<file path="config.mk">
export PLATFORM = sky130hd
export DESIGN_NAME = uart_register_fifo_interface_unit
export DESIGN_NICKNAME = d
export VERILOG_FILES = /design/src/urfi_pkg.sv /design/src/urfi_cell.sv /design/src/urfi_fifo.sv /design/src/uart_register_fifo_interface_unit.sv
export SDC_FILE = /design/constraint.sdc
export NUM_CORES = 1
export LEC_CHECK = 0
export BUFFER_PORTS_ARGS = -buffer_cell sky130_fd_sc_hd__buf_4
export CORE_MARGIN = 2
export CORE_UTILIZATION = 55
export CTS_BUF_LIST = sky130_fd_sc_hd__clkbuf_4
export CTS_CLUSTER_SIZE = 8
export DETAILED_ROUTE_END_ITERATION = 8
export PLACE_DENSITY_LB_ADDON = 0.3
export SYNTH_ARGS = -nofsm -noshare
export SYNTH_HDL_FRONTEND = slang
export SYNTH_HIERARCHICAL = 1
export SYNTH_SLANG_ARGS = --single-unit
export TNS_END_PERCENT = 20
</file>
<file path="constraint.sdc">
create_clock -name clock -period 12.08 [get_ports clock]
set_clock_uncertainty 0.2 [all_clocks]
set_input_delay 1.208 -clock clock [delete_from_list [all_inputs] [get_ports clock]]
set_output_delay 1.208 -clock clock [all_outputs]
set_load 0.01 [all_outputs]
</file>
<file path="src/urfi_pkg.sv">
// Package for the UART register / FIFO interface.
// Holds action and register codes, status and control bit positions and the
// FIFO control struct. No dependencies.
`timescale 1ns / 1ps

package urfi_pkg;

   // Byte width of every data path in the block
   localparam int BYTE_W = 8;

   // Transaction action codes
   typedef enum logic [1:0] {
      ACT_BUS_READ  = 2'd0,
      ACT_BUS_WRITE = 2'd1,
      ACT_LINE_RX   = 2'd2,
      ACT_LINE_TX   = 2'd3
   } action_type;

   // Word register indexes
   typedef enum logic [1:0] {
      REG_RX_DATA = 2'd0,
      REG_TX_DATA = 2'd1,
      REG_STATUS  = 2'd2,
      REG_CONTROL = 2'd3
   } reg_index_type;

   // Status register bits
   localparam logic [BYTE_W-1:0] ST_RX_VALID = 8'h01;
   localparam logic [BYTE_W-1:0] ST_RX_FULL  = 8'h02;
   localparam logic [BYTE_W-1:0] ST_TX_EMPTY = 8'h04;
   localparam logic [BYTE_W-1:0] ST_TX_FULL  = 8'h08;

   // Control register bit positions
   localparam int CT_CLR_TX_BIT = 0;
   localparam int CT_CLR_RX_BIT = 1;
   localparam int CT_IRQ_EN_BIT = 4;

   // Per-cycle command shared by every cell of one FIFO
   typedef struct packed {
      logic push;
      logic pop;
      logic clear;
   } fifo_ctrl_type;

endpackage

</file>
<file path="src/urfi_cell.sv">
// One storage cell of the shifting FIFO chain.
// Depends on urfi_pkg for the control struct and byte width.
`timescale 1ns / 1ps

module urfi_cell (
   input  logic                       clock,
   input  logic                       reset,
   input  urfi_pkg::fifo_ctrl_type    ctrl,
   input  logic [urfi_pkg::BYTE_W-1:0] push_data,
   input  logic                       left_valid,
   input  logic                       right_valid,
   input  logic [urfi_pkg::BYTE_W-1:0] right_data,
   output logic                       valid,
   output logic                       valid_next,
   output logic [urfi_pkg::BYTE_W-1:0] data
);
   import urfi_pkg::*;

   logic              valid_ff, valid_in;
   logic [BYTE_W-1:0] data_ff, data_in;

   // Clear empties, pop shifts towards the head, push fills the first free cell
   always_comb begin
      valid_in = valid_ff;
      data_in  = data_ff;
      if (ctrl.clear) begin
         valid_in = 1'b0;
      end else if (ctrl.pop) begin
         valid_in = right_valid;
         data_in  = right_data;
      end else if (ctrl.push && !valid_ff && left_valid) begin
         valid_in = 1'b1;
         data_in  = push_data;
      end
   end

   always_ff @(posedge clock) begin
      if (reset) begin
         valid_ff <= 1'b0;
      end else begin
         valid_ff <= valid_in;
      end
   end

   // Payload needs no reset
   always_ff @(posedge clock) begin
      data_ff <= data_in;
   end

   assign valid      = valid_ff;
   assign valid_next = valid_in;
   assign data       = data_ff;

endmodule

</file>
<file path="src/urfi_fifo.sv">
// Byte FIFO built as a row of urfi_cell stages; the head sits in cell 0.
// Depends on urfi_pkg and urfi_cell.
`timescale 1ns / 1ps

module urfi_fifo #(
   parameter int DEPTH = 16
) (
   input  logic                        clock,
   input  logic                        reset,
   input  urfi_pkg::fifo_ctrl_type     ctrl,
   input  logic [urfi_pkg::BYTE_W-1:0] push_data,
   output logic [urfi_pkg::BYTE_W-1:0] head_data,
   output logic                        not_empty,
   output logic                        full,
   output logic                        empty_next
);
   import urfi_pkg::*;

   logic [DEPTH-1:0]  cell_valid;
   logic [DEPTH-1:0]  cell_valid_next;
   logic [BYTE_W-1:0] cell_data [DEPTH];

   // Each cell sees the valid of its left neighbour and the contents of its right one
   for (genvar i = 0; i < DEPTH; i++) begin : g_cell
      logic              left_v;
      logic              right_v;
      logic [BYTE_W-1:0] right_d;

      if (i == 0) begin : g_head
         assign left_v = 1'b1;
      end else begin : g_body
         assign left_v = cell_valid[i-1];
      end

      if (i == DEPTH-1) begin : g_tail
         assign right_v = 1'b0;
         assign right_d = '0;
      end else begin : g_mid
         assign right_v = cell_valid[i+1];
         assign right_d = cell_data[i+1];
      end

      urfi_cell u_cell (
         .clock       (clock),
         .reset       (reset),
         .ctrl        (ctrl),
         .push_data   (push_data),
         .left_valid  (left_v),
         .right_valid (right_v),
         .right_data  (right_d),
         .valid       (cell_valid[i]),
         .valid_next  (cell_valid_next[i]),
         .data        (cell_data[i])
      );
   end

   assign head_data  = cell_data[0];
   assign not_empty  = cell_valid[0];
   assign full       = cell_valid[DEPTH-1];
   assign empty_next = !cell_valid_next[0];

endmodule

</file>
<file path="src/uart_register_fifo_interface_unit.sv">
// Top level of the UART register / FIFO interface.
// Depends on urfi_pkg and urfi_fifo.
`timescale 1ns / 1ps

// Register side of a small UART with FIFO_DEPTH-byte receive and transmit
// FIFOs. Each request transaction is a bus read, a bus write, a byte from
// the line or the line taking the next byte; each gives exactly one response
// transaction. The response to a taken request is held in an output register
// from the next cycle on; a new request is taken in the same cycle the
// previous response is taken, so the block sustains one transaction per clock
// while the receiver holds rsp_ready high. Each FIFO is a chain of cells that
// shifts towards the head on a pop and fills its first free cell on a push.
// No clearing pass is needed after reset.
module uart_register_fifo_interface_unit #(
   parameter int FIFO_DEPTH = 16
) (
   input  logic       clock,
   input  logic       reset,
   input  logic       req_valid,
   output logic       req_ready,
   input  logic [1:0] req_action,
   input  logic [1:0] req_reg_index,
   input  logic [7:0] req_write_data,
   input  logic [7:0] req_line_byte,
   output logic       rsp_valid,
   input  logic       rsp_ready,
   output logic [7:0] rsp_read_data,
   output logic [7:0] rsp_line_tx_byte,
   output logic       rsp_line_tx_valid,
   output logic       rsp_rx_dropped,
   output logic       rsp_interrupt_pending
);
   import urfi_pkg::*;

   logic              accept;
   logic              is_read, is_write;
   logic              rx_pop_req, tx_push_req, ctrl_wr, rx_push_req, tx_pop_req, status_rd;
   fifo_ctrl_type     rx_ctrl, tx_ctrl;
   logic [BYTE_W-1:0] rx_head, tx_head;
   logic              rx_not_empty, rx_full, rx_empty_next;
   logic              tx_not_empty, tx_full, tx_empty_next;

   logic              irq_enable_ff, irq_enable_in;
   logic              rsp_valid_ff, rsp_valid_in;
   logic [BYTE_W-1:0] read_data_ff, read_data_in;
   logic [BYTE_W-1:0] tx_byte_ff, tx_byte_in;
   logic              tx_valid_ff, tx_valid_in;
   logic              dropped_ff, dropped_in;
   logic              irq_ff, irq_in;

   // Handshake: the output register frees itself when its response is taken
   assign req_ready = !rsp_valid_ff || rsp_ready;
   assign accept    = req_valid && req_ready;

   // Action decode
   assign is_read     = (req_action == ACT_BUS_READ);
   assign is_write    = (req_action == ACT_BUS_WRITE);
   assign rx_pop_req  = is_read && (req_reg_index == REG_RX_DATA);
   assign status_rd   = is_read && (req_reg_index == REG_STATUS);
   assign tx_push_req = is_write && (req_reg_index == REG_TX_DATA);
   assign ctrl_wr     = is_write && (req_reg_index == REG_CONTROL);
   assign rx_push_req = (req_action == ACT_LINE_RX);
   assign tx_pop_req  = (req_action == ACT_LINE_TX);

   // FIFO commands, only on an accepted transaction
   always_comb begin
      rx_ctrl.push  = accept && rx_push_req;
      rx_ctrl.pop   = accept && rx_pop_req;
      rx_ctrl.clear = accept && ctrl_wr && req_write_data[CT_CLR_RX_BIT];
      tx_ctrl.push  = accept && tx_push_req;
      tx_ctrl.pop   = accept && tx_pop_req;
      tx_ctrl.clear = accept && ctrl_wr && req_write_data[CT_CLR_TX_BIT];
   end

   urfi_fifo #(.DEPTH(FIFO_DEPTH)) u_rx_fifo (
      .clock      (clock),
      .reset      (reset),
      .ctrl       (rx_ctrl),
      .push_data  (req_line_byte),
      .head_data  (rx_head),
      .not_empty  (rx_not_empty),
      .full       (rx_full),
      .empty_next (rx_empty_next)
   );

   urfi_fifo #(.DEPTH(FIFO_DEPTH)) u_tx_fifo (
      .clock      (clock),
      .reset      (reset),
      .ctrl       (tx_ctrl),
      .push_data  (req_write_data),
      .head_data  (tx_head),
      .not_empty  (tx_not_empty),
      .full       (tx_full),
      .empty_next (tx_empty_next)
   );

   // Response and interrupt enable next values
   always_comb begin
      irq_enable_in = irq_enable_ff;
      rsp_valid_in  = rsp_valid_ff;
      read_data_in  = read_data_ff;
      tx_byte_in    = tx_byte_ff;
      tx_valid_in   = tx_valid_ff;
      dropped_in    = dropped_ff;
      irq_in        = irq_ff;
      if (rsp_valid_ff && rsp_ready) begin
         rsp_valid_in = 1'b0;
      end
      if (accept) begin
         if (ctrl_wr) begin
            irq_enable_in = req_write_data[CT_IRQ_EN_BIT];
         end
         rsp_valid_in = 1'b1;
         read_data_in = '0;
         if (rx_pop_req && rx_not_empty) begin
            read_data_in = rx_head;
         end else if (status_rd) begin
            read_data_in = (rx_not_empty ? ST_RX_VALID : '0)
                         | (rx_full      ? ST_RX_FULL  : '0)
                         | (!tx_not_empty ? ST_TX_EMPTY : '0)
                         | (tx_full      ? ST_TX_FULL  : '0);
         end
         tx_valid_in = tx_pop_req && tx_not_empty;
         tx_byte_in  = tx_valid_in ? tx_head : '0;
         dropped_in  = rx_push_req && rx_full;
         irq_in      = irq_enable_in && (!rx_empty_next || tx_empty_next);
      end
   end

   // Control registers
   always_ff @(posedge clock) begin
      if (reset) begin
         irq_enable_ff <= 1'b0;
         rsp_valid_ff  <= 1'b0;
      end else begin
         irq_enable_ff <= irq_enable_in;
         rsp_valid_ff  <= rsp_valid_in;
      end
   end

   // Response payload
   always_ff @(posedge clock) begin
      read_data_ff <= read_data_in;
      tx_byte_ff   <= tx_byte_in;
      tx_valid_ff  <= tx_valid_in;
      dropped_ff   <= dropped_in;
      irq_ff       <= irq_in;
   end

   assign rsp_valid             = rsp_valid_ff;
   assign rsp_read_data         = read_data_ff;
   assign rsp_line_tx_byte      = tx_byte_ff;
   assign rsp_line_tx_valid     = tx_valid_ff;
   assign rsp_rx_dropped        = dropped_ff;
   assign rsp_interrupt_pending = irq_ff;

endmodule

</file>
==> Word-level counts from Yosys, hierarchy flattened <==
Cells that the tools add are included.
{ "op_classes": {"eq_ne": 6, "muxes": 134, "bitwise": 5, "n_reduce_logical": 186} }
{ "ops": {"columns": ["op", "count"], "rows": [
  ["$mux W8", 63],
  ["$logic_and A1 B1 Y1", 79],
  ["$mux W1", 67],
  ["$reduce_bool A2 Y1", 33],
  ["$reduce_and A2 Y1", 32],
  ["$logic_not A1 Y1", 34],
  ["$eq A2 B2 Y1 const B", 4],
  ["$mux W4", 2],
  ["$reduce_or A3 Y1", 2],
  ["$eq A2 B1 Y1 const B", 2],
  ["$logic_not A2 Y1", 2],
  ["$or A3 B4 Y4", 1],
  ["$reduce_or A2 Y1", 2],
  ["$mux W3", 1],
  ["$or A2 B3 Y3", 1],
  ["$logic_or A1 B1 Y1", 2],
  ["$mux W2", 1],
  ["$not A1 Y1", 2],
  ["$or A1 B2 Y2", 1]
]} }
{ "totals": {"regBits": 309, "in_bits": 24} }

==> Longest topological paths before layout <==
Gate-level depths: netlist (run 1).
{ "depth": {"word_depth": 11, "ltp_mapped": 9} }

==> Hierarchy <==
The synthesis (run 1) kept the hierarchy.
{ "by_module_without_submodules": {"columns": ["mod", "instances", "cells_each", "area_each_um2", "seq_area_each_um2"], "rows": [
  ["urfi_cell", 32, 25, 446.7, 260.2],
  ["uart_register_fifo_interface_unit", 1, 71, 923.4, 610.6],
  ["urfi_fifo", 2, 3, 11.3, 0.0]
]} }

==> Least setup slack after synthesis (run 1) <==
No wires, ideal clock.
{ "synth_path": {"kind": "in2reg", "from": "in req_action[0]", "to": "reg u_rx_fifo.g_cell[0].u_cell.data_ff[0] (enable)", "t_arrival_ns": 4.967, "required_time_ns": 11.504, "slack_ns": 6.537, "path_stages": 6, "path_cell_list": "or3_1 -> buf_6 -> nor3_1 -> buf_6 -> inv_1 -> a21oi_1"} }
{ "synth_rtl": {"columns": ["element", "line", "rtl"], "rows": [
  ["start: declaration", "uart_register_fifo_interface_unit.sv:21", "input logic [1:0] req_action,"],
  ["end signal: assignment", "urfi_cell.sv:47", "data_ff <= data_in;"],
  ["end: declaration", "urfi_cell.sv:20", "logic [BYTE_W-1:0] data_ff, data_in;"]
]} }

==> results.md, run 1 <==
- In this run the static leakage power is 6.01 nW.
- The worst-case clock buffer depth is 3.
- The number of H-tree levels is 3.
- The post-route netlist has 50.3% of its cells at a drive strength greater than 1.
- Buffers inserted during clock tree synthesis total 80.
- In this run the vertical extent of the chip is 170 um.
- The congestion estimate from routability-driven global placement came to 0.766.
- The required time at the endpoint of the critical path is 12,160 ps.
- The number of gates resized after cts is 0.
- The count of warnings emitted by yosys is 6.
- The actual slew at the worst max-slew pin is 1390 ps.
- From synthesis to final layout, the design area changed by 10.6%.
- The post-synthesis instance total is 847.
- Power spread over the standard cell area amounts to 138 nW/um2.
- The floorplan die width is 170 um.
- TritonCTS built the clock tree.
- The max-cap check violation count is 0.
- Fill cells in the final layout number 1,954.
- Buffers added to address setup during post-CTS repair amount to 0.
- The detail route stage leaves a number of antenna-violating nets equal to 0.
- The number of hold-slack violations in the final timing report is 0.
- The arrival time of the worst setup path is 3880 ps.
- The number of antenna violations at the first check in global routing is 1.
- The fraction of the core area covered by cells at the end of the flow is 61.9%.
- The floorplan has 60 rows.
- The synthesized area per cell is 17.8 um2.
- The sequential cell area is 8940 um2.
- The number of buffers added on ports is 44.
- The wire length of the first global-routing pass is 37.2 mm.
- The number of global-route vias before repair is 7,472.
- Setup repair after global routing left no endpoint under its margin.
- Using the TritonRoute via totals, the vias-per-cell ratio works out to 5.30.
- Before CTS, the worst setup slack after placement is 7730 ps.
- The final cycle utilization of the critical path is 31.5%.
- Setup slack on the critical path of the routed design comes to 8280 ps.
- The flow ran to the end, and the final reports show no timing, DRC or antenna violations.
- The worst setup path is captured at a register.
- The clock sink count is 309.
- The DRC violations left is 0.
- The peak fanout along the critical path is 175.
- Across the VDD grid, the largest voltage drop is 73.1 uV.
- The number of setup violations in the final report is 0.
- Walking the worst path, the cells encountered are buf_4 -> or3_1 -> nor3_2 -> buf_12 -> inv_1 -> a21oi_1.
- The number of hold buffers added after CTS was 0.
- Entering global routing, the biggest net connects 177 pins.
- The max-slew violation count is 0.
- The setup total negative slack is 0 ps.
- In the final layout, the multi-input gates occupy 5720 um2.
- Clock-pin slew was measured on the worst setup and hold paths at 60 ps.
- The critical path's largest stage delay is 660 ps.
- The slowest stage of the critical path is the sky130_fd_sc_hd__buf_12 cell.
- At the later pin of the worst-skew pair, clock insertion delay measures 680 ps.
- In this run, the number of DRC markers left after iteration 0 of detailed routing was 482.
- The worst slew slack as a fraction of its limit is 7.24%.
- The library cell used as clock root buffer is sky130_fd_sc_hd__clkbuf_4.
- The final layout contains 986 nets.
- The remaining global-route overflow is 0.
- In this run the cell area of the synthesized design comes to 15,100 um2.
- In the global route stage, overall resource usage came out at 16.3%.
- The pre-antenna-repair detailed-routing pass consisted of 5 iterations.
- The highest clock rate is 0.263 GHz.
- The via count is 7,208.
- The final routed wire length divided by cell count is 16.9 um.
- The critical path class is in2reg.
- The worst hold slack is 276 ps.
- The startpoint kind of the worst setup timing path is an input port.
- The total wire length is 23.0 mm.
- The core area is 27,000 um2.
- 45 I/O pins were placed.
- The final period demand of the worst path is 3800 ps.
- The initial utilization of the core area, before any placement, comes to 56.0%.
- The HPWL reported at the end of detailed placement is 13.7 mm.
- The class of the tightest hold or removal check is reg2reg.
- The full die area is 28,800 um2.
==> routing by layer <==
metal / global-route usage [%] / part of all wire, % / vias to the layer above
met5: 0 / 0 / -
met4: 6.54 / 2.1 / 0
met3: 3.73 / 4.3 / 44
met2: 25.2 / 45 / 155
met1: 22.3 / 48 / 3484
li1: - / - / 3525
==> stage by stage <==
stage                     cell area [um2]  std cells  power (mW)
after floorplan                     15200        865        1.36
after global placement              15600       1221        1.40
after detailed placement            15600       1221        1.41
after CTS                           16700       1358        2.34
after global routing                16700       1359        2.41
final                               16700       1359        2.30
==> cell usage in the layout, fill, tap and decap left out, drive strengths merged, types with 4 or more instances in the layout <==
| master | n |
|---|---|
| a211oi | 32 |
| a21oi | 35 |
| and2 | 14 |
| buf | 50 |
| clkbuf | 127 |
| clkinv | 4 |
| conb | 22 |
| dfxtp | 34 |
| edfxtp | 275 |
| inv | 38 |
| mux2 | 256 |
| nand3b | 32 |
| nor2 | 5 |
| nor2b | 34 |
| nor4 | 33 |
==> power by group <==
| part | switching (mW) | total, mW | internal (mW) |
|---|---|---|---|
| Clock | 0.396 | 0.913 | 0.516 |
| Combinational | 0.0743 | 0.177 | 0.103 |
| Sequential | 0.0134 | 1.21 | 1.20 |
| Total | 0.484 | 2.30 | 1.82 |
==> area by class of cell <==
| class | instances | area share (%) |
|---|---|---|
| Sequential cell | 309 | 53.6 |
| Tap cell | 341 | 2.56 |
| Timing Repair Buffer | 50 | 2.40 |
| Clock inverter | 10 | 0.645 |
| Clock buffer | 127 | 5.71 |
| Multi-Input combinational cell | 484 | 34.3 |
| Inverter | 37 | 0.832 |
| Antenna cell | 1 | 0.0150 |
==> state kept, by name, indices dropped and copies added, names as in the netlist <==
register and cells:
u_tx_fifo/g_cell.u_cell/valid 16, rsp_read_data 8, rsp_valid 1, rsp_rx_dropped 1
irq_enable_ff 1, rsp_line_tx_valid 1, u_rx_fifo/g_cell.u_cell/valid 16, u_tx_fifo/g_cell.u_cell/data 128
rsp_interrupt_pending 1, rsp_line_tx_byte 8, u_rx_fifo/g_cell.u_cell/data 128
==> critical path: cells and delay by family <==
family,cells,cell delay [ps]
AOI/OAI and AO/OA,1,640
buffers and inverters,3,920
and+or+nand+nor,2,760
==> worst paths after layout <==
path                            cells after the start                                   to           from  slack (ps)
worst max-delay path                                6  u_rx_fifo/g_cell[15].u_cell/data[1]  req_action[0]        8280
worst min-delay path                                2                        irq_enable_ff  irq_enable_ff         280
worst max register to register                      6  u_rx_fifo/g_cell[15].u_cell/data[1]      rsp_valid        8780
worst min register to register                      2                        irq_enable_ff  irq_enable_ff         280
(Power assumes the default switching activity.)
==> inputs of run 2 (changes only) <==
==> constraint.sdc (replaced) <==
create_clock -name clock -period 3.85 [get_ports clock]
set_clock_uncertainty 0.2 [all_clocks]
set_input_delay 0.385 -clock clock [delete_from_list [all_inputs] [get_ports clock]]
set_output_delay 0.385 -clock clock [all_outputs]
set_load 0.01 [all_outputs]
==> run 2 against run 1 <==
  * Flip-flop and latch count stayed put
  * Clock power grew to 3.2 times the previous value
  * Final area is 2.6% higher
  * Sequential power grew to 3.1 times the previous value
  * Cell count is 4.0% higher
  * Worst hold slack worse by 190 ps
  * Power grew to 3.2 times the previous value
  * Sequential share of layout area is 1.4 points lower
  * Combinational power grew to 3.2 times the previous value
  * Critical path type unchanged
  * Largest power group unchanged
==> results.md, run 2 (synthesis gave the netlist of run 1 again) <==
- The run finished with clean final reports.
- The slowest stage of the critical path belongs to the cell sky130_fd_sc_hd__nor3_4.
- Once the clock tree was built, the resizer swapped 0 gates to a different size.
- The number of antenna violations at the first check in global routing is 1.
- The met1 track demand over resource is 20.3%.
- The critical path is of the in2reg type.
- After floorplanning, the core was sized to cover 27,000 um2.
- In this run the critical register-to-register path is captured at u_tx_fifo/g_cell[15].u_cell/data[0].
- By instance count, the cell type seen most on the critical path is sky130_fd_sc_hd__buf_4.
- Including well taps, the total number of placed cells is 1,238.
- The sequential group share of total power is 52.0%.
- The most common library cell in the layout ignoring fill and taps is sky130_fd_sc_hd__edfxtp_1.
- Walking the worst path, the cells encountered are dlygate4sd3_1 -> buf_4 -> or3_1 -> nor3_4 -> buf_4 -> inv_1 -> a21oi_1 -> buf_4.
- The final cycle utilization of the critical path is 75.8%.
- The first TritonRoute pass finished after 4 iterations.
- The remaining global-route overflow is 0.
- The number of buffers added on ports is 44.
- STA puts the critical path data required time at 4010 ps.
- The setup total negative slack is 0 ps.
- The launch point of the critical path is req_action[0].
- The worst-case clock buffer depth is 3.
- The final period demand of the worst path is 2920 ps.
- The number of setup violations in the final report is 0.
- The DRC violations left is 0.
- The floorplan die width is 170 um.
- Entering global routing, the biggest net connects 82 pins.
- The clock tree from TritonCTS is yes.
- The detailed router's first-iteration violation count is 380.
- The full die area is 28,800 um2.
- The setup fix buffers added after clock tree synthesis is 0.
- Setup repair after global routing left no endpoint under its margin.
- Of the total power, the share spent switching nets is 21.2%.
- The number of nets with antenna violations after detailed routing is 0.
- The number of global-route vias before repair came to 7,659.
- The cell depth of the worst min-delay path is 2.
- The HPWL reported at the end of detailed placement is 13.6 mm.
- The H-tree was split into 3 levels.
- The library cell used as clock root buffer is sky130_fd_sc_hd__clkbuf_4.
- Clock-pin slew was measured on the worst setup and hold paths at 70 ps.
- The startpoint of the most critical hold path is reset.
- The max-slew violation count is 0.
- The worst hold path belongs to the class in2reg.
- Global routing consumed, on the met3 layer, 3.94% of the routing resources.
- The internal power of the cells totals 5.75 mW.
- The startpoint kind of the worst setup timing path is an input port.
- Cells fill 63.6% of the core in the end.
- STA classifies the critical path endpoint as a register.
- The starting utilization of the core area is 56.0%.
- The wire length of the first global-routing pass is 36.6 mm.
- The vertical die dimension is 170 um.
- The met2 track demand over resource is 24.7%.
- The maximum VDD drop is 294 uV.
- From synthesis to final layout, the design area changed by 13.5%.
- The final route contains 7,355 vias.
- The largest single stage delay on the critical path is 550 ps.
- Leaving out fill and tap cells, the most frequent cells in the layout are sky130_fd_sc_hd__edfxtp_1 (275), sky130_fd_sc_hd__mux2_4 (256), sky130_fd_sc_hd__clkbuf_4 (137), sky130_fd_sc_hd__buf_4 (64), sky130_fd_sc_hd__inv_1 (37).
- The total wire length is 21.8 mm.
- At the end of the flow, the number of nets in the layout was 1,029.
- The global routing's busiest layer is met2.
- The proportion of layout cells with a drive suffix above 1 is 50.1%.
- The clock latency at the later pin of the worst-skew pair is 690 ps.
- The path with the worst hold slack has its endpoint at u_rx_fifo/g_cell[0].u_cell/valid.
- The clock sink count is 309.
- The final weighted congestion in routability-driven placement is 0.710.
- The number of cell instances on the worst register-to-register path is 6.
- Power spread over the standard cell area amounts to 426 nW/um2.
- The register-to-register setup slack is 1090 ps.
- The number of hold-slack violations in the final timing report was 0.
- Using the TritonRoute via totals, the vias-per-cell ratio works out to 5.21.
- The clock share of power is 40.3%.
- Of the total power, combinational logic draws 7.7%.
- The arrival time of the worst setup path is 3080 ps.
- The switching power total is 1.55 mW.
- The number of rows created at floorplan is 60.
- The tool flagged a number of max-cap violations equal to 0.
- The worst slew slack as a fraction of its limit is 35.7%.
- At the pin with the least slew margin, the transition time is 965 ps.
- The worst hold slack is 86.0 ps.
- Of all nets on the critical path, the largest fanout is 25.
- Global routing used 15.5% of the available tracks across all layers.
- The highest clock rate is 0.342 GHz.
- The non-filler instance count after layout is 1,413.
- 45 I/O pins were placed.
- In this run the critical register-to-register path is launched from rsp_valid.
- The final routed wire length divided by cell count is 15.4 um.
- The number of clock buffers added by TritonCTS is 83.
- The leakage power figure is 6.25 nW.
==> run 2: cell count changes in the layout (fill, tap and decap cells not counted), moves of 6 or more <==
cell	previous run	this run
sky130_fd_sc_hd__clkbuf_4	127	137
sky130_fd_sc_hd__buf_4	48	64
sky130_fd_sc_hd__dlygate4sd3_1	0	23
sky130_fd_sc_hd__clkinv_1	2	8
==> run 2: worst max path at each step <==
stage          cells after the start                             endpoint  slack [ps]
2_1_floorplan                      5   u_tx_fifo/g_cell[0].u_cell/data[0]        -450
3_3_place_gp                       8                rsp_interrupt_pending         910
3_5_place_dp                       7   u_rx_fifo/g_cell[7].u_cell/data[5]         850
4_1_cts                            8   u_rx_fifo/g_cell[7].u_cell/data[3]        1010
5_1_grt                            8  u_rx_fifo/g_cell[14].u_cell/data[4]         830
6_report                           8   u_rx_fifo/g_cell[7].u_cell/data[3]         930
==> run 2: critical path: cells and delay by family <==
family | cells | cell delay [ps]
buffers and inverters | 5 | 1460
and+or+nand+nor | 2 | 1060
AOI/OAI and AO/OA | 1 | 160
==> run 2: power groups by stage <==
stage | registers [mW] | clock network (mW) | logic, mW
after floorplan | 3.86 | 0 | 0.420
after global placement | 3.86 | 0 | 0.531
after detailed placement | 3.87 | 0 | 0.548
after CTS | 3.79 | 3.08 | 0.568
after global routing | 3.80 | 3.24 | 0.609
final | 3.80 | 2.94 | 0.562
==> run 2: area by class of cell <==
class	instances	area (um2)
Multi-Input combinational cell	484	5730
Inverter	37	139
Timing Repair Buffer	90	771
Clock inverter	14	93.8
Clock buffer	137	1030
Antenna cell	1	2.50
Tap cell	341	427
Fill cell	1975	9820
Sequential cell	309	8940
==> run 2: timing repair <==
item                       4_1_cts  5_1_grt
setup endpoints to repair        0        0
hold buffers                    23        0
hold endpoints to repair       267        0
==> run 2: through the flow <==
step                      worst slack, ps  instance area, um2  total power [mW]
after floorplan                      -448               15200              4.28
after global routing                  834               17100              7.65
after detailed placement              846               15800              4.41
after CTS                            1010               17100              7.44
final                                 930               17100              7.30
after global placement                910               15800              4.39
==> run 2: routing by layer <==
layer,share of wire (%),vias up,routed length (um)
met1,48,3583,10400
met5,0,-,0
met2,47,124,10200
met4,1.9,0,406
li1,-,3608,-
met3,3.5,40,755
==> inputs of run 3 (changes only) <==
--- a/config.mk
+++ b/config.mk
@@ -5,6 +5,7 @@
 export SDC_FILE = /design/constraint.sdc
 export NUM_CORES = 1
 export LEC_CHECK = 0
+export ABC_AREA = 1
 export BUFFER_PORTS_ARGS = -buffer_cell sky130_fd_sc_hd__buf_4
 export CORE_MARGIN = 2
 export CORE_UTILIZATION = 55
==> constraint.sdc (replaced) <==
create_clock -name clock -period 3 [get_ports clock]
set_clock_uncertainty 0.2 [all_clocks]
set_input_delay 0.3 -clock clock [delete_from_list [all_inputs] [get_ports clock]]
set_output_delay 0.3 -clock clock [all_outputs]
set_load 0.01 [all_outputs]
==> run 3 against run 2 <==
  * Utilization shrank 1.0 points
  * Setup slack got worse by 450 ps
  * Non-clock buffer count rose by 28
  * Die area fell by 3.9%
  * Power is 23% higher
  * Synthesized cell count grew 79%
  * Routed wire length increased by 34%
  * Global-route usage grew 6.0 points
  * Sequential power increased by 28%
  * Largest cell class unchanged
  * Largest power group unchanged
  * Highest routed layer unchanged
==> results.md, run 3 <==
- The run finished with clean final reports.
- The full die area is 27,700 um2.
- The path class of the tightest hold or removal check is in2reg.
- The boundary pin count is 45.
- Walking the worst path, the cells encountered are nand2_1 -> nand2_1 -> nor3_4 -> buf_12 -> inv_4 -> a21oi_1 -> buf_4.
- The worst setup path is launched from a register.
- The number of nets with antenna violations after detailed routing is 0.
- The cell repeated most along the worst path is sky130_fd_sc_hd__nand2_1.
- The via count is 10,300.
- The slowest stage cell on the critical path is sky130_fd_sc_hd__buf_12.
- The wire length of the first global-routing pass is 47.8 mm.
- STA classifies the critical path endpoint as a register.
- In this run, CTS created clock tree buffers numbering 78.
- The HPWL reported at the end of detailed placement is 18.6 mm.
- The core area is 26,000 um2.
- Once the clock tree was built, the setup fixing pass inserted 0 buffers.
- The number of antenna violations at the first check in global routing is 1.
- The root buffer cell chosen for the clock tree is sky130_fd_sc_hd__clkbuf_4.
- The startpoint of the most critical hold path is rsp_ready.
- The peak fanout along the critical path is 90.
- The worst min-delay path endpoint is rsp_line_tx_byte[2].
- In this run the critical register-to-register path is captured at u_rx_fifo/g_cell[11].u_cell/data[7].
- The number of global-route vias before repair is 9,817.
- For this run, the detailed router's first-pass iteration total came to 6.
- For the pin with the worst max-slew slack, the measured transition is 651 ps.
- TritonCTS built the clock tree.
- In the layout the commonest cells are sky130_fd_sc_hd__nand2_1 (780), sky130_fd_sc_hd__edfxtp_1 (275), sky130_fd_sc_hd__clkbuf_4 (109), sky130_fd_sc_hd__buf_4 (87), sky130_fd_sc_hd__nor2_1 (82).
- Power spread over the standard cell area amounts to 550 nW/um2.
- At the placement stage, the worst setup path has a slack of 446 ps.
- Measured on the finished design, the core utilization comes to 62.6%.
- The detailed router's first-iteration violation count is 1,070.
- The number of hold-slack violations in the final timing report is 0.
- The critical path's largest stage delay is 400 ps.
- The critical register-to-register path startpoint is rsp_valid.
- During synthesis, Yosys emitted a total of 6 warnings.
- The final layout contains 1,687 nets.
- Relative to the synthesized area, the layout overhead comes to 12.2%.
- The routed design could run at a clock period as short as 2520 ps.
- The longest clock path from root to sink contains 3 buffers.
- Data on the critical path is required at its endpoint by 3150 ps.
- Global routing used 21.5% of the available tracks.
- The number of rows created at floorplan is 59.
- The register-to-register setup slack is 480 ps.
- The maximum VDD drop is 360 uV.
- The arrival time of the worst setup path is 2670 ps.
- Max-cap violations in this run came to 0.
- The combined area of all synthesized cells is 14,500 um2.
- The clock latency at the later pin of the worst-skew pair is 690 ps.
- The area of the multi-input gates is 4490 um2.
- Setup repair after global routing left no endpoint under its margin.
- The worst path uses 84.0% of the clock period.
- The number of gates resized after cts is 0.
- The floorplan die width is 166 um.
- The proportion of layout cells with a drive suffix above 1 is 20.1%.
- The final routed wire length divided by cell count is 14.2 um.
- Setup violations remaining at the end of the flow were counted as 0.
- The clock sink count is 309.
- After clock tree synthesis, the clock-pin slew on the worst setup and hold paths is 70 ps.
- For this design the static power due to leakage is 7.30 nW.
- Each instance of the synthesized netlist takes up on average 9.58 um2.
- The filler cells instantiated in the layout total 2,102.
- Summing all flip-flop and latch instances after layout gives 8940 um2.
- The most common library cell in the layout ignoring fill and taps is sky130_fd_sc_hd__nand2_1.
- In this run the tool buffered the top-level ports with 44 buffer cells.
- Derived from the worst setup path, the maximum achievable clock frequency is 0.397 GHz.
- The max-slew violation count came to 0.
- In the routed design, unresolved DRC markers number 0.
- The cell depth of the worst min-delay path is 4.
- For this run the aggregate overflow at the end of global routing stands at 0.
- The number of H-tree levels is 3.
- The number of vias per cell after detailed routing is 5.03.
- Synthesis produced a netlist whose cell count is 1,513.
- The floorplan step set the die height to 166 um.
- The number of cell instances on the worst register-to-register path is 7.
- Summed over all layers, the routed wires come to 29.3 mm.
- The worst slew slack as a fraction of its limit is 56.6%.
- The largest net degree at the start of global routing is 91.
- The critical path is of the reg2reg type.
- At the end of routability-driven placement, the weighted congestion stood at 0.790.
- The post-layout worst setup margin is 479 ps.
- For this configuration, the core starts out at a cell density of 55.8%.
-- run 3: how the worst max path moves through the flow --
stage | from | endpoint | slack [ps] | depth (start not counted)
finish | rsp_valid | u_rx_fifo/g_cell[11].u_cell/data[7] | 480 | 7
detailed placement | req_action[0] | u_rx_fifo/g_cell[13].u_cell/data[0] | 450 | 8
global route | rsp_valid | u_rx_fifo/g_cell[11].u_cell/data[7] | 350 | 7
global placement | req_action[0] | u_rx_fifo/g_cell[13].u_cell/data[7] | 490 | 8
CTS | rsp_valid | u_tx_fifo/g_cell[14].u_cell/data[0] | 520 | 7
floorplan | rsp_valid | u_tx_fifo/g_cell[0].u_cell/data[0] | -180 | 5
-- run 3: per-layer routing --
metal | wire length, um | part of all wire [%] | GRT usage, % | up-vias
met2 | 13300 | 46 | 34.3 | 378
met3 | 2190 | 7.5 | 4.36 | 73
met4 | 749 | 2.6 | 8.55 | 0
met5 | 0 | 0 | 0 | -
li1 | - | - | - | 5142
met1 | 13000 | 44 | 29.2 | 4737
-- run 3: what timing repair did --
item | in CTS | in global routing
setup endpoints to repair | 0 | 0
hold buffers | 27 | 0
endpoints found under the hold margin | 305 | 0
-- run 3: critical path: cells and delay by family (launching register included) --
family	cells	cell delay (ps)
AND/OR/NAND/NOR	3	690
flip-flops	1	330
buffers and inverters	3	700
AO/OA/AOI/OAI	1	180
-- run 3: report_power, final --
group	internal (mW)	switching, mW	total (mW)
clock network	1.77	1.64	3.41
logic	0.228	0.440	0.668
registers	4.83	0.0448	4.87
-- run 3: cell type report --
type                    count  area share [%]
diodes                      1          0.0154
clock buffers             109            5.03
inverters                  96            2.71
multi-input cells        1060            27.6
flip-flops and latches    309            55.0
repair buffers            118            6.17
well taps                 335            2.58
clock inverters            26           0.854
-- run 3: through the flow --
stage / hold WS [ps] / std cells / area, um2 / power [mW] / setup TNS (ps)
floorplan: 166 / 1529 / 14600 / 5.38 / -22880
global placement: 299 / 1891 / 15000 / 5.58 / 0
detailed placement: 301 / 1891 / 15000 / 5.60 / 0
CTS: 12.3 / 2053 / 16300 / 9.05 / 0
global route: 49.3 / 2054 / 16300 / 9.36 / 0
finish: 68.2 / 2054 / 16300 / 8.95 / 0
